<file path="src/design/dpf_pkg.sv">
// Shared types, register map, event codes and delimiter match step for the packet framer.
`timescale 1ns / 1ps
`default_nettype none
package dpf_pkg;

  localparam int BYTE_W = 8;
  localparam int LEN_W  = 4;
  localparam int RUN_W  = 7;
  localparam int POS_W  = 6;
  localparam int PAT_W  = 64;
  localparam int CFG_DW = 64;
  localparam int CFG_AW = 6;
  localparam int OUT_DW = 24;

  localparam logic [2:0] REG_START_PAT = 3'd0;
  localparam logic [2:0] REG_START_LEN = 3'd1;
  localparam logic [2:0] REG_END_PAT   = 3'd2;
  localparam logic [2:0] REG_END_LEN   = 3'd3;
  localparam logic [2:0] REG_BUF_SIZE  = 3'd4;

  localparam logic [RUN_W-1:0] BUF_SIZE_RST = 7'd64;

  typedef enum logic [1:0] {
    EV_START    = 2'd0,
    EV_PACKET   = 2'd1,
    EV_EMPTY    = 2'd2,
    EV_OVERFLOW = 2'd3
  } ev_kind_t;

  typedef struct packed {
    logic [PAT_W-1:0] start_pat;
    logic [LEN_W-1:0] start_len;
    logic [PAT_W-1:0] end_pat;
    logic [LEN_W-1:0] end_len;
    logic [RUN_W-1:0] buf_size;
  } cfg_t;

  typedef struct packed {
    logic start_clr;
    logic end_clr;
    logic all_clr;
  } clr_t;

  typedef struct packed {
    ev_kind_t         kind;
    logic [RUN_W-1:0] run;
  } cmd_t;

  typedef struct packed {
    logic             busy;
    logic [RUN_W-1:0] rd_idx;
  } bstat_t;

  typedef struct packed {
    logic             hit;
    logic [LEN_W-1:0] cnt;
  } match_t;

  // Naive restart match: on a mismatch the count drops to zero and the byte
  // is retried against the first delimiter byte.
  function automatic match_t match_step(input logic [LEN_W-1:0]  cnt,
                                        input logic [PAT_W-1:0]  pat,
                                        input logic [LEN_W-1:0]  len,
                                        input logic [BYTE_W-1:0] b);
    logic [LEN_W-1:0] c0;
    logic [LEN_W-1:0] c1;
    logic [LEN_W-1:0] c2;
    match_t           r;
    c0 = (cnt >= len) ? '0 : cnt;
    c1 = (b != pat[{c0[2:0], 3'b000} +: BYTE_W]) ? '0 : c0;
    c2 = c1 + 4'd1;
    r.hit = 1'b0;
    r.cnt = c1;
    if (b == pat[{c1[2:0], 3'b000} +: BYTE_W]) begin
      if (c2 >= len) begin
        r.hit = 1'b1;
        r.cnt = '0;
      end else begin
        r.cnt = c2;
      end
    end
    return r;
  endfunction

endpackage
`default_nettype wire

</file>
<file path="src/design/dpf_ram.sv">
// Generic single-write, single-read RAM with registered read data.
`timescale 1ns / 1ps
`default_nettype none
module dpf_ram #(
  parameter int WIDTH = 8,
  parameter int DEPTH = 64
) (
  input  wire logic                     clk,
  input  wire logic                     we,
  input  wire logic [$clog2(DEPTH)-1:0] waddr,
  input  wire logic [WIDTH-1:0]         wdata,
  input  wire logic [$clog2(DEPTH)-1:0] raddr,
  output logic      [WIDTH-1:0]         rdata_r
);

  logic [WIDTH-1:0] mem [DEPTH];

  always_ff @(posedge clk) begin
    if (we) begin
      mem[waddr] <= wdata;
    end
    rdata_r <= mem[raddr];
  end

endmodule
`default_nettype wire

</file>
<file path="src/design/dpf_regs.sv">
// APB-style configuration registers and their state-clear strobes.
`timescale 1ns / 1ps
`default_nettype none
module dpf_regs (
  input  wire logic                       clk,
  input  wire logic                       rst_n,
  input  wire logic                       psel,
  input  wire logic                       penable,
  input  wire logic                       pwrite,
  input  wire logic [dpf_pkg::CFG_AW-1:0] paddr,
  input  wire logic [dpf_pkg::CFG_DW-1:0] pwdata,
  output logic      [dpf_pkg::CFG_DW-1:0] prdata,
  output dpf_pkg::cfg_t                   cfg,
  output dpf_pkg::clr_t                   clr
);

  dpf_pkg::cfg_t cfg_r;
  dpf_pkg::cfg_t cfg_nxt;
  logic          wr;
  logic [2:0]    idx;

  assign wr  = psel && penable && pwrite;
  assign idx = paddr[5:3];

  always_comb begin
    cfg_nxt       = cfg_r;
    clr.start_clr = 1'b0;
    clr.end_clr   = 1'b0;
    clr.all_clr   = 1'b0;
    if (wr) begin
      case (idx)
        dpf_pkg::REG_START_PAT: begin
          cfg_nxt.start_pat = pwdata;
          clr.start_clr     = 1'b1;
        end
        dpf_pkg::REG_START_LEN: begin
          cfg_nxt.start_len = pwdata[dpf_pkg::LEN_W-1:0];
          clr.start_clr     = 1'b1;
        end
        dpf_pkg::REG_END_PAT: begin
          cfg_nxt.end_pat = pwdata;
          clr.end_clr     = 1'b1;
        end
        dpf_pkg::REG_END_LEN: begin
          cfg_nxt.end_len = pwdata[dpf_pkg::LEN_W-1:0];
          clr.end_clr     = 1'b1;
        end
        dpf_pkg::REG_BUF_SIZE: begin
          cfg_nxt.buf_size = pwdata[dpf_pkg::RUN_W-1:0];
          clr.all_clr      = 1'b1;
        end
        default: begin
        end
      endcase
    end
  end

  always_ff @(posedge clk) begin
    if (!rst_n) begin
      cfg_r.start_pat <= '0;
      cfg_r.start_len <= '0;
      cfg_r.end_pat   <= '0;
      cfg_r.end_len   <= '0;
      cfg_r.buf_size  <= dpf_pkg::BUF_SIZE_RST;
    end else begin
      cfg_r <= cfg_nxt;
    end
  end

  always_comb begin
    case (idx)
      dpf_pkg::REG_START_PAT: prdata = cfg_r.start_pat;
      dpf_pkg::REG_START_LEN: prdata = {{(dpf_pkg::CFG_DW-dpf_pkg::LEN_W){1'b0}}, cfg_r.start_len};
      dpf_pkg::REG_END_PAT:   prdata = cfg_r.end_pat;
      dpf_pkg::REG_END_LEN:   prdata = {{(dpf_pkg::CFG_DW-dpf_pkg::LEN_W){1'b0}}, cfg_r.end_len};
      dpf_pkg::REG_BUF_SIZE:  prdata = {{(dpf_pkg::CFG_DW-dpf_pkg::RUN_W){1'b0}}, cfg_r.buf_size};
      default:                prdata = '0;
    endcase
  end

  assign cfg = cfg_r;

endmodule
`default_nettype wire

</file>
<file path="src/design/dpf_front.sv">
// Front end: delimiter matching, packet store writes and event commands.
`timescale 1ns / 1ps
`default_nettype none
module dpf_front #(
  parameter int STORE_DEPTH     = 64,
  parameter int MAX_DELIM_BYTES = 8
) (
  input  wire logic                             clk,
  input  wire logic                             rst_n,
  input  wire logic                             in_valid,
  output logic                                  in_ready,
  input  wire logic [dpf_pkg::BYTE_W-1:0]       in_byte,
  input  wire dpf_pkg::cfg_t                    cfg,
  input  wire dpf_pkg::clr_t                    clr,
  input  wire dpf_pkg::bstat_t                  bstat,
  input  wire logic                             fifo_empty,
  output logic                                  ram_we,
  output logic      [$clog2(STORE_DEPTH)-1:0]   ram_waddr,
  output logic      [dpf_pkg::BYTE_W-1:0]       ram_wdata,
  output logic                                  cmd_push,
  output dpf_pkg::cmd_t                         cmd
);

  localparam int AW = $clog2(STORE_DEPTH);
  localparam logic [dpf_pkg::LEN_W-1:0] MAX_LEN = dpf_pkg::LEN_W'(MAX_DELIM_BYTES);
  localparam logic [dpf_pkg::RUN_W-1:0] DEPTH_RUN = dpf_pkg::RUN_W'(STORE_DEPTH);

  logic [AW-1:0]               wp_r, wp_nxt;
  logic [dpf_pkg::LEN_W-1:0]   s_cnt_r, s_cnt_nxt;
  logic [dpf_pkg::LEN_W-1:0]   e_cnt_r, e_cnt_nxt;
  logic                        seen_r, seen_nxt;

  logic [dpf_pkg::LEN_W-1:0]   slen, elen;
  logic [dpf_pkg::RUN_W-1:0]   size, wp_ext, wp_inc, pkt_len;
  dpf_pkg::match_t             s_m, e_m;
  logic                        stored;

  assign slen = (cfg.start_len > MAX_LEN) ? MAX_LEN : cfg.start_len;
  assign elen = (cfg.end_len > MAX_LEN) ? MAX_LEN : cfg.end_len;
  assign size = (cfg.buf_size == '0) ? dpf_pkg::RUN_W'(1) :
                (cfg.buf_size > DEPTH_RUN) ? DEPTH_RUN : cfg.buf_size;

  assign wp_ext  = dpf_pkg::RUN_W'(wp_r);
  assign wp_inc  = wp_ext + dpf_pkg::RUN_W'(1);
  assign pkt_len = (wp_ext >= dpf_pkg::RUN_W'(elen)) ? (wp_inc - dpf_pkg::RUN_W'(elen)) : '0;

  assign s_m = dpf_pkg::match_step(s_cnt_r, cfg.start_pat, slen, in_byte);
  assign e_m = dpf_pkg::match_step(e_cnt_r, cfg.end_pat, elen, in_byte);

  // Hold off while a command waits, or while a dump still has to read the
  // entry about to be overwritten.
  assign in_ready = fifo_empty && !(bstat.busy && (bstat.rd_idx <= wp_ext));

  assign ram_waddr = wp_r;
  assign ram_wdata = in_byte;

  always_comb begin
    wp_nxt    = wp_r;
    s_cnt_nxt = s_cnt_r;
    e_cnt_nxt = e_cnt_r;
    seen_nxt  = seen_r;
    ram_we    = 1'b0;
    cmd_push  = 1'b0;
    cmd.kind  = dpf_pkg::EV_START;
    cmd.run   = '0;
    stored    = 1'b0;
    if (in_valid && in_ready) begin
      stored = 1'b1;
      if (slen != '0) begin
        s_cnt_nxt = s_m.cnt;
        if (s_m.hit) begin
          wp_nxt   = '0;
          seen_nxt = 1'b1;
          cmd_push = 1'b1;
          cmd.kind = dpf_pkg::EV_START;
          stored   = 1'b0;
        end else if (!seen_r) begin
          stored = 1'b0;
        end
      end
      if (stored) begin
        ram_we = 1'b1;
        if (elen != '0) begin
          e_cnt_nxt = e_m.cnt;
        end
        if ((elen != '0) && e_m.hit) begin
          cmd_push  = 1'b1;
          cmd.kind  = (pkt_len == '0) ? dpf_pkg::EV_EMPTY : dpf_pkg::EV_PACKET;
          cmd.run   = pkt_len;
          wp_nxt    = '0;
          s_cnt_nxt = '0;
          e_cnt_nxt = '0;
          seen_nxt  = 1'b0;
        end else if (wp_inc >= size) begin
          cmd_push = 1'b1;
          cmd.kind = dpf_pkg::EV_OVERFLOW;
          cmd.run  = size;
          wp_nxt   = '0;
        end else begin
          wp_nxt = wp_r + AW'(1);
        end
      end
    end
    if (clr.start_clr) begin
      s_cnt_nxt = '0;
      seen_nxt  = 1'b0;
    end
    if (clr.end_clr) begin
      e_cnt_nxt = '0;
    end
    if (clr.all_clr) begin
      wp_nxt    = '0;
      s_cnt_nxt = '0;
      e_cnt_nxt = '0;
      seen_nxt  = 1'b0;
    end
  end

  always_ff @(posedge clk) begin
    if (!rst_n) begin
      wp_r    <= '0;
      s_cnt_r <= '0;
      e_cnt_r <= '0;
      seen_r  <= 1'b0;
    end else begin
      wp_r    <= wp_nxt;
      s_cnt_r <= s_cnt_nxt;
      e_cnt_r <= e_cnt_nxt;
      seen_r  <= seen_nxt;
    end
  end

endmodule
`default_nettype wire

</file>
<file path="src/design/dpf_cmd_fifo.sv">
// Two-entry command queue between front and back end.
`timescale 1ns / 1ps
`default_nettype none
module dpf_cmd_fifo (
  input  wire logic          clk,
  input  wire logic          rst_n,
  input  wire logic          push,
  input  wire dpf_pkg::cmd_t push_cmd,
  input  wire logic          pop,
  output dpf_pkg::cmd_t      head,
  output logic               empty,
  output logic               full
);

  dpf_pkg::cmd_t mem_r [2];
  logic          wr_ptr_r, rd_ptr_r;
  logic [1:0]    cnt_r;
  logic          do_push, do_pop;

  assign empty   = (cnt_r == 2'd0);
  assign full    = (cnt_r == 2'd2);
  assign do_push = push && !full;
  assign do_pop  = pop && !empty;
  assign head    = mem_r[rd_ptr_r];

  always_ff @(posedge clk) begin
    if (do_push) begin
      mem_r[wr_ptr_r] <= push_cmd;
    end
  end

  always_ff @(posedge clk) begin
    if (!rst_n) begin
      wr_ptr_r <= 1'b0;
      rd_ptr_r <= 1'b0;
      cnt_r    <= 2'd0;
    end else begin
      if (do_push) begin
        wr_ptr_r <= ~wr_ptr_r;
      end
      if (do_pop) begin
        rd_ptr_r <= ~rd_ptr_r;
      end
      case ({do_push, do_pop})
        2'b10:   cnt_r <= cnt_r + 2'd1;
        2'b01:   cnt_r <= cnt_r - 2'd1;
        default: cnt_r <= cnt_r;
      endcase
    end
  end

endmodule
`default_nettype wire

</file>
<file path="src/design/dpf_back.sv">
// Back end: executes commands, reads packet store and drives the result register.
`timescale 1ns / 1ps
`default_nettype none
module dpf_back #(
  parameter int STORE_DEPTH = 64
) (
  input  wire logic                             clk,
  input  wire logic                             rst_n,
  input  wire logic                             cmd_valid,
  input  wire dpf_pkg::cmd_t                    cmd,
  output logic                                  cmd_pop,
  output logic      [$clog2(STORE_DEPTH)-1:0]   ram_raddr,
  input  wire logic [dpf_pkg::BYTE_W-1:0]       ram_rdata,
  output dpf_pkg::bstat_t                       bstat,
  output logic                                  out_valid,
  input  wire logic                             out_ready,
  output dpf_pkg::ev_kind_t                     out_kind,
  output logic      [dpf_pkg::BYTE_W-1:0]       out_byte,
  output logic      [dpf_pkg::POS_W-1:0]        out_pos,
  output logic      [dpf_pkg::RUN_W-1:0]        out_run,
  output logic                                  out_last
);

  localparam int AW = $clog2(STORE_DEPTH);

  typedef enum logic [2:0] {
    B_IDLE = 3'b001,
    B_READ = 3'b010,
    B_DATA = 3'b100
  } bstate_t;

  bstate_t                   state_r, state_nxt;
  dpf_pkg::ev_kind_t         kind_r, kind_nxt;
  logic [dpf_pkg::RUN_W-1:0] len_r, len_nxt;
  logic [dpf_pkg::RUN_W-1:0] idx_r, idx_nxt;
  logic [dpf_pkg::RUN_W-1:0] idx_inc;

  logic                      ov_r, ov_nxt;
  dpf_pkg::ev_kind_t         okind_r, okind_nxt;
  logic [dpf_pkg::BYTE_W-1:0] obyte_r, obyte_nxt;
  logic [dpf_pkg::POS_W-1:0] opos_r, opos_nxt;
  logic [dpf_pkg::RUN_W-1:0] orun_r, orun_nxt;
  logic                      olast_r, olast_nxt;
  logic                      out_free;

  assign out_free = !ov_r || out_ready;
  assign idx_inc  = idx_r + dpf_pkg::RUN_W'(1);

  always_comb begin
    state_nxt = state_r;
    kind_nxt  = kind_r;
    len_nxt   = len_r;
    idx_nxt   = idx_r;
    ov_nxt    = ov_r && !out_ready;
    okind_nxt = okind_r;
    obyte_nxt = obyte_r;
    opos_nxt  = opos_r;
    orun_nxt  = orun_r;
    olast_nxt = olast_r;
    cmd_pop   = 1'b0;
    case (state_r)
      B_IDLE: begin
        if (cmd_valid && out_free) begin
          cmd_pop = 1'b1;
          if ((cmd.kind == dpf_pkg::EV_START) || (cmd.kind == dpf_pkg::EV_EMPTY)) begin
            ov_nxt    = 1'b1;
            okind_nxt = cmd.kind;
            obyte_nxt = '0;
            opos_nxt  = '0;
            orun_nxt  = '0;
            olast_nxt = 1'b1;
          end else begin
            kind_nxt  = cmd.kind;
            len_nxt   = cmd.run;
            idx_nxt   = '0;
            state_nxt = B_READ;
          end
        end
      end
      B_READ: begin
        // store read of idx_r is in flight
        state_nxt = B_DATA;
      end
      B_DATA: begin
        if (out_free) begin
          ov_nxt    = 1'b1;
          okind_nxt = kind_r;
          obyte_nxt = ram_rdata;
          opos_nxt  = idx_r[dpf_pkg::POS_W-1:0];
          orun_nxt  = len_r;
          olast_nxt = (idx_inc == len_r);
          if (idx_inc == len_r) begin
            state_nxt = B_IDLE;
          end else begin
            idx_nxt   = idx_inc;
            state_nxt = B_READ;
          end
        end
      end
      default: begin
        state_nxt = B_IDLE;
      end
    endcase
  end

  always_ff @(posedge clk) begin
    if (!rst_n) begin
      state_r <= B_IDLE;
      idx_r   <= '0;
      ov_r    <= 1'b0;
    end else begin
      state_r <= state_nxt;
      idx_r   <= idx_nxt;
      ov_r    <= ov_nxt;
    end
  end

  always_ff @(posedge clk) begin
    kind_r  <= kind_nxt;
    len_r   <= len_nxt;
    okind_r <= okind_nxt;
    obyte_r <= obyte_nxt;
    opos_r  <= opos_nxt;
    orun_r  <= orun_nxt;
    olast_r <= olast_nxt;
  end

  assign ram_raddr    = idx_r[AW-1:0];
  assign bstat.busy   = (state_r != B_IDLE);
  assign bstat.rd_idx = idx_r;

  assign out_valid = ov_r;
  assign out_kind  = okind_r;
  assign out_byte  = obyte_r;
  assign out_pos   = opos_r;
  assign out_run   = orun_r;
  assign out_last  = olast_r;

endmodule
`default_nettype wire

</file>
<file path="src/design/delimited_packet_framer_top.sv">
// Delimited packet framer: top level tying front end, command queue, store and back end.
//
// Byte stream in on in_t* (one byte per transaction). Start/end delimiters
// of up to MAX_DELIM_BYTES bytes are set through the cfg_ APB port; the user
// must make writes only while the block is idle, which the block itself does
// not enforce. Results leave on out_t*: tuser is the event kind, tlast marks
// the final result caused by one input byte. Ordinary bytes are taken back
// to back while the queue is empty and no dump blocks the store write. An
// event command stalls input until the back end has popped it. A packet or
// overflow dump passes each byte through the store read (B_READ), then the
// load of the output register (B_DATA), which waits while that register
// holds a result not yet taken; input resumes as soon as the dump read
// pointer has passed the next store write position. Markers load the
// output register straight from the queue; dump bytes come from the store.
// Reset (rst_n, synchronous) clears match state, write position and queue;
// the store needs no clearing pass, since only entries written since the
// last wrap or frame boundary are ever read. When out_tready is low the
// output register holds, a command waits in the queue and in_tready drops.
`timescale 1ns / 1ps
`default_nettype none
module delimited_packet_framer_top #(
  parameter int STORE_DEPTH     = 64,
  parameter int MAX_DELIM_BYTES = 8
) (
  input  wire logic                       clk,
  input  wire logic                       rst_n,
  input  wire logic                       in_tvalid,
  output logic                            in_tready,
  input  wire logic [7:0]                 in_tdata,   // [7:0] data_byte
  output logic                            out_tvalid,
  input  wire logic                       out_tready,
  // [7:0] out_byte, [13:8] byte_position, [20:14] run_length, [23:21] zero
  output logic      [dpf_pkg::OUT_DW-1:0] out_tdata,
  output logic      [1:0]                 out_tuser,  // [1:0] event_kind
  output logic                            out_tlast,
  input  wire logic                       cfg_psel,
  input  wire logic                       cfg_penable,
  input  wire logic                       cfg_pwrite,
  input  wire logic [dpf_pkg::CFG_AW-1:0] cfg_paddr,
  input  wire logic [dpf_pkg::CFG_DW-1:0] cfg_pwdata,
  output logic      [dpf_pkg::CFG_DW-1:0] cfg_prdata,
  output logic                            cfg_pready
);

  localparam int AW = $clog2(STORE_DEPTH);

  dpf_pkg::cfg_t              cfg;
  dpf_pkg::clr_t              clr;
  dpf_pkg::bstat_t            bstat;
  dpf_pkg::cmd_t              push_cmd, head_cmd;
  logic                       cmd_push, cmd_pop, fifo_empty, fifo_full;
  logic                       ram_we;
  logic [AW-1:0]              ram_waddr, ram_raddr;
  logic [dpf_pkg::BYTE_W-1:0] ram_wdata, ram_rdata;
  dpf_pkg::ev_kind_t          out_kind;
  logic [dpf_pkg::BYTE_W-1:0] out_byte;
  logic [dpf_pkg::POS_W-1:0]  out_pos;
  logic [dpf_pkg::RUN_W-1:0]  out_run;

  assign cfg_pready = 1'b1;

  dpf_regs u_regs (
    .clk     (clk),
    .rst_n   (rst_n),
    .psel    (cfg_psel),
    .penable (cfg_penable),
    .pwrite  (cfg_pwrite),
    .paddr   (cfg_paddr),
    .pwdata  (cfg_pwdata),
    .prdata  (cfg_prdata),
    .cfg     (cfg),
    .clr     (clr)
  );

  dpf_front #(
    .STORE_DEPTH     (STORE_DEPTH),
    .MAX_DELIM_BYTES (MAX_DELIM_BYTES)
  ) u_front (
    .clk        (clk),
    .rst_n      (rst_n),
    .in_valid   (in_tvalid),
    .in_ready   (in_tready),
    .in_byte    (in_tdata),
    .cfg        (cfg),
    .clr        (clr),
    .bstat      (bstat),
    .fifo_empty (fifo_empty),
    .ram_we     (ram_we),
    .ram_waddr  (ram_waddr),
    .ram_wdata  (ram_wdata),
    .cmd_push   (cmd_push),
    .cmd        (push_cmd)
  );

  dpf_cmd_fifo u_fifo (
    .clk      (clk),
    .rst_n    (rst_n),
    .push     (cmd_push),
    .push_cmd (push_cmd),
    .pop      (cmd_pop),
    .head     (head_cmd),
    .empty    (fifo_empty),
    .full     (fifo_full)
  );

  dpf_ram #(
    .WIDTH (dpf_pkg::BYTE_W),
    .DEPTH (STORE_DEPTH)
  ) u_store (
    .clk     (clk),
    .we      (ram_we),
    .waddr   (ram_waddr),
    .wdata   (ram_wdata),
    .raddr   (ram_raddr),
    .rdata_r (ram_rdata)
  );

  dpf_back #(
    .STORE_DEPTH (STORE_DEPTH)
  ) u_back (
    .clk       (clk),
    .rst_n     (rst_n),
    .cmd_valid (!fifo_empty),
    .cmd       (head_cmd),
    .cmd_pop   (cmd_pop),
    .ram_raddr (ram_raddr),
    .ram_rdata (ram_rdata),
    .bstat     (bstat),
    .out_valid (out_tvalid),
    .out_ready (out_tready),
    .out_kind  (out_kind),
    .out_byte  (out_byte),
    .out_pos   (out_pos),
    .out_run   (out_run),
    .out_last  (out_tlast)
  );

  assign out_tdata = {3'b000, out_run, out_pos, out_byte};
  assign out_tuser = out_kind;

`ifndef SYNTH
  // a command is never pushed into a full queue
  a_push_room: assert property (@(posedge clk) disable iff (!rst_n)
    cmd_push |-> !fifo_full)
    else $error("command pushed into full queue");

  // final byte of a dump sits at position run_length - 1
  a_dump_end: assert property (@(posedge clk) disable iff (!rst_n)
    (out_tvalid && out_tlast &&
     (out_tuser == dpf_pkg::EV_PACKET || out_tuser == dpf_pkg::EV_OVERFLOW))
    |-> ({1'b0, out_tdata[13:8]} + 7'd1 == out_tdata[20:14]))
    else $error("dump ended at wrong position");

  // store write never lands on an entry the running dump has yet to read
  a_no_overwrite: assert property (@(posedge clk) disable iff (!rst_n)
    (ram_we && bstat.busy) |-> (bstat.rd_idx > 7'(ram_waddr)))
    else $error("store entry overwritten before dump read");
`endif

endmodule
`default_nettype wire
</file>
<file path="config.mk">
export PLATFORM = sky130hd
export DESIGN_NAME = delimited_packet_framer_top
export DESIGN_NICKNAME = d
export VERILOG_FILES = /design/src/design/dpf_pkg.sv /design/src/design/dpf_ram.sv /design/src/design/dpf_regs.sv /design/src/design/dpf_front.sv /design/src/design/dpf_cmd_fifo.sv /design/src/design/dpf_back.sv /design/src/design/delimited_packet_framer_top.sv
export SDC_FILE = /design/constraint.sdc
export NUM_CORES = 1
export LEC_CHECK = 0
export ABC_AREA = 1
export BUFFER_PORTS_ARGS = -buffer_cell sky130_fd_sc_hd__buf_4
export CORE_MARGIN = 3
export CORE_UTILIZATION = 55
export CTS_BUF_LIST = sky130_fd_sc_hd__clkbuf_8
export DETAILED_ROUTE_END_ITERATION = 10
export GPL_ROUTABILITY_DRIVEN = 0
export PLACE_DENSITY = 0.76
export RECOVER_POWER = 25
export SKIP_CTS_REPAIR_TIMING = 1
export SLEW_MARGIN = 0
export SYNTH_ARGS = -nofsm -noshare
export SYNTH_HDL_FRONTEND = slang
export SYNTH_SLANG_ARGS = --single-unit
</file>
<file path="constraint.sdc">
create_clock -name clk -period 5.66 [get_ports clk]
set_input_delay 1.698 -clock clk [delete_from_list [all_inputs] [get_ports clk]]
set_output_delay 1.698 -clock clk [all_outputs]
set_load 0.01 [all_outputs]
</file>
==> out/qor.json <==
{
  "placed_design": {
    "dp.final_hpwl_um": 60930,
    "detailedPlace.worstSlack_ns": 0.06191,
    "placement.io_buffers": 171
  },
  "power_and_ir_drop": {
    "power.ir.vdd_worst_uv": 267.9,
    "power-per-cell-area_nw_per_um2": 308.6,
    "power_leakage_nw": 15.51
  },
  "status": {
    "status": "finished with violations",
    "failing_checks": "capacitance limit, slew limit"
  },
  "cells_and_area": {
    "layout.nets": 3933,
    "drive_above_1_share_pct": 14.83,
    "layout-area-overhead-vs-synth_pct": 16.17,
    "final_util_pct": 64.94,
    "layout.cells.most_common": "nor2_1",
    "highest_count_cells_in_the_layout_ignoring_fill_and_taps": "778 x nor2_1, 563 x edfxtp_1, 490 x nand2_1"
  },
  "yosys": {
    "synth_area_per_cell_um2": 9.513,
    "synth_flop_cell": "edfxtp_1",
    "postSynthCellCount": 3560,
    "postSynthRegisterBits": 745,
    "number_of_warnings_issued_by_yosys": 0,
    "synth.top_cells.by_area": "edfxtp_1 50%, dfxtp_1 11%, nor2_1 8.7%",
    "count_of_flip_flops_with_a_built_in_enable_after_synthesis": 563,
    "proportion_of_synthesized_flip_flops_having_asynchronous_set_or_reset_pct": 0,
    "fraction_of_the_yosys_area_taken_by_sequential_cells_pct": 60.68,
    "synth_top_area_share_pct": 49.92,
    "yosysUniqueCellTypes": 53,
    "syn-cell-area_um2": 33870,
    "synthDominantAreaCellType": "edfxtp_1"
  },
  "die": {
    "ioPinCount": 179,
    "core-area_um2": 60580,
    "starting_density_of_the_core_pct": 55.90,
    "placement_rows": 90,
    "floorplan_die_area_um2": 64590,
    "dieWidth_um": 254.1,
    "die_height_um": 254.1
  },
  "setup_path": {
    "critical_path_arrival_ns": 5.93,
    "timing.critical_path.to_type": "flop",
    "worst_path_largest_cell_delay_ns": 0.40,
    "critical_path_peak_fanout": 12,
    "cp-start-kind": "flop",
    "cpMaxStageDelayCell": "dfxtp_2",
    "cell_repeated_most_along_the_worst_path": "nand2_1",
    "path_buf_inv": 9,
    "critical_path_class": "flop to flop",
    "cpLargestDelayFamily": "simple AND/OR/NAND/NOR gates",
    "rrSetupSlack_ns": 0.16,
    "timing.critical_path.required_ns": 6.09
  },
  "routing": {
    "drt_iter0_markers": 3426,
    "finalWirelength_um": 97060,
    "avgRoutedWirePerCell_um": 20.70,
    "drc": 0,
    "ant_nets": 0,
    "dr_total_vias": 27970,
    "vias_per_cell": 5.963,
    "firstDrtPassIters": 6
  },
  "job": {
    "drv.max_cap_violation_count": 3
  },
  "timing": {
    "max-slew-margin-rel_pct": -115.7,
    "setup_ws_ns": 0.1552,
    "finalClockSkew_ns": 0.06149,
    "maxClockFrequency_mhz": 181.7,
    "final-max-slew-violation-count": 165,
    "period_needed_ns": 5.505,
    "final_hold_viols": 0,
    "tightestPinTransition_ns": 3.235,
    "setup_viols_final": 0,
    "finalCritPeriodShare_pct": 97.26
  },
  "cts": {
    "clock_latency_at_the_later_pin_of_the_worst_skew_pair_ns": 0.76,
    "numClockSinks": 745,
    "clock_tree.root_cell": "clkbuf_8",
    "cts.reportedPaths.clkPinSlew_ns": 0.06,
    "largest_buffer_count_on_any_clock_path": 3,
    "cts-buffers-inserted": 115,
    "cts_htree_levels": 3,
    "clock_tree_from_tritoncts": "yes"
  },
  "global_routing": {
    "number_of_global_route_vias_before_repair": 26070,
    "grt_pass1_wl_um": 147200,
    "grt_start_max_net_pins": 188,
    "globalRouteOverflowTotal": 0,
    "grt_util_all_layers_pct": 29.43,
    "antenna_found_initial": 3
  },
  "hold_path": {
    "hp-class": "flop to flop"
  }
}
power by group:
| group | switching, mW | internal, mW | total, mW |
|---|---|---|---|
| Clock | 2.14 | 2.45 | 4.60 |
| Combinational | 0.848 | 0.468 | 1.32 |
| Sequential | 0.108 | 6.12 | 6.23 |
worst min-delay path, cell delays in order, from the launching register on:
cell,delay [ns]
dfxtp_1,0.31
inv_1,0.06
a21oi_1,0.05
layout make-up:
cell class              instances  area (µm²)
multi-input cells            2434       12020
diodes                          3       7.507
inverters                     163       636.9
fillers                      4652       21240
repair buffers                346        2756
clock buffers                 131        1803
clock inverters                86       583.1
well taps                     782       978.4
flip-flops and latches        745       20560
layer usage:
metal	GRT usage, %	part of all wire, %
met1	39.05	38
met2	46.69	46
met3	6.139	11
met4	14.15	5.0
met5	0	0
state kept, by name, summed over array words and instances (netlist names), 3 cells and up, named ones only:
signal,flops
u_regs.cfg,143
u_front.e_cnt_r,4
u_fifo.mem_r,18
u_back.out_pos,6
u_store.mem,512
u_back.idx_r,7
u_back.out_byte,8
u_store.rdata_r,8
u_back.len_r,7
u_back.out_run,7
u_back.state_r,3
u_front.s_cnt_r,4
u_front.ram_waddr,6
synth_stat cells (23+ instances only):
master    number
ha_1          42
inv_1        153
nand2_1      496
o22ai_1      134
o21ai_0      487
clkbuf_1     180
a22o_1        55
a21oi_1       76
nor2_1       789
dfxtp_1      182
edfxtp_1     563
nand4_1       53
o221ai_1      23
nand3_1      166
through the flow:
stage | cell area, µm² | setup TNS [ns] | hold slack [ns] | total power, mW | instances
3_3_place_gp | 36520 | 0 | 0.4646 | 7.545 | 4451
4_1_cts | 38910 | 0 | 0.4780 | 12.11 | 4668
2_1_floorplan | 33880 | 0 | 0.4398 | 6.995 | 3562
5_1_grt | 39340 | -2.842 | 0.5173 | 12.56 | 4688
3_5_place_dp | 36520 | 0 | 0.4690 | 7.576 | 4451
6_report | 39350 | 0 | 0.4755 | 12.14 | 4690
final timing paths:
| check | start | end | cells past startpoint |
|---|---|---|---|
| setup / recovery | u_regs.cfg[78] | u_store.mem[2][7] | 35 |
| hold / removal | u_regs.cfg[23] | u_regs.cfg[23] | 2 |
| setup reg to reg | u_regs.cfg[78] | u_store.mem[2][7] | 35 |
| hold reg to reg | u_regs.cfg[23] | u_regs.cfg[23] | 2 |
logic make-up after synthesis:
| logic type | count (synthesis) | synth area share (%) |
|---|---|---|
| simple gates | 1546 | 18.82 |
| compound gates | 820 | 13.80 |
| flops | 745 | 60.68 |
| buf+inv | 383 | 4.470 |
| fa+ha+maj | 43 | 1.611 |
| xor+xnor | 13 | 0.3362 |
| mux | 8 | 0.2660 |
| other cells | 2 | 0.02217 |
(Power assumes the default switching activity.)
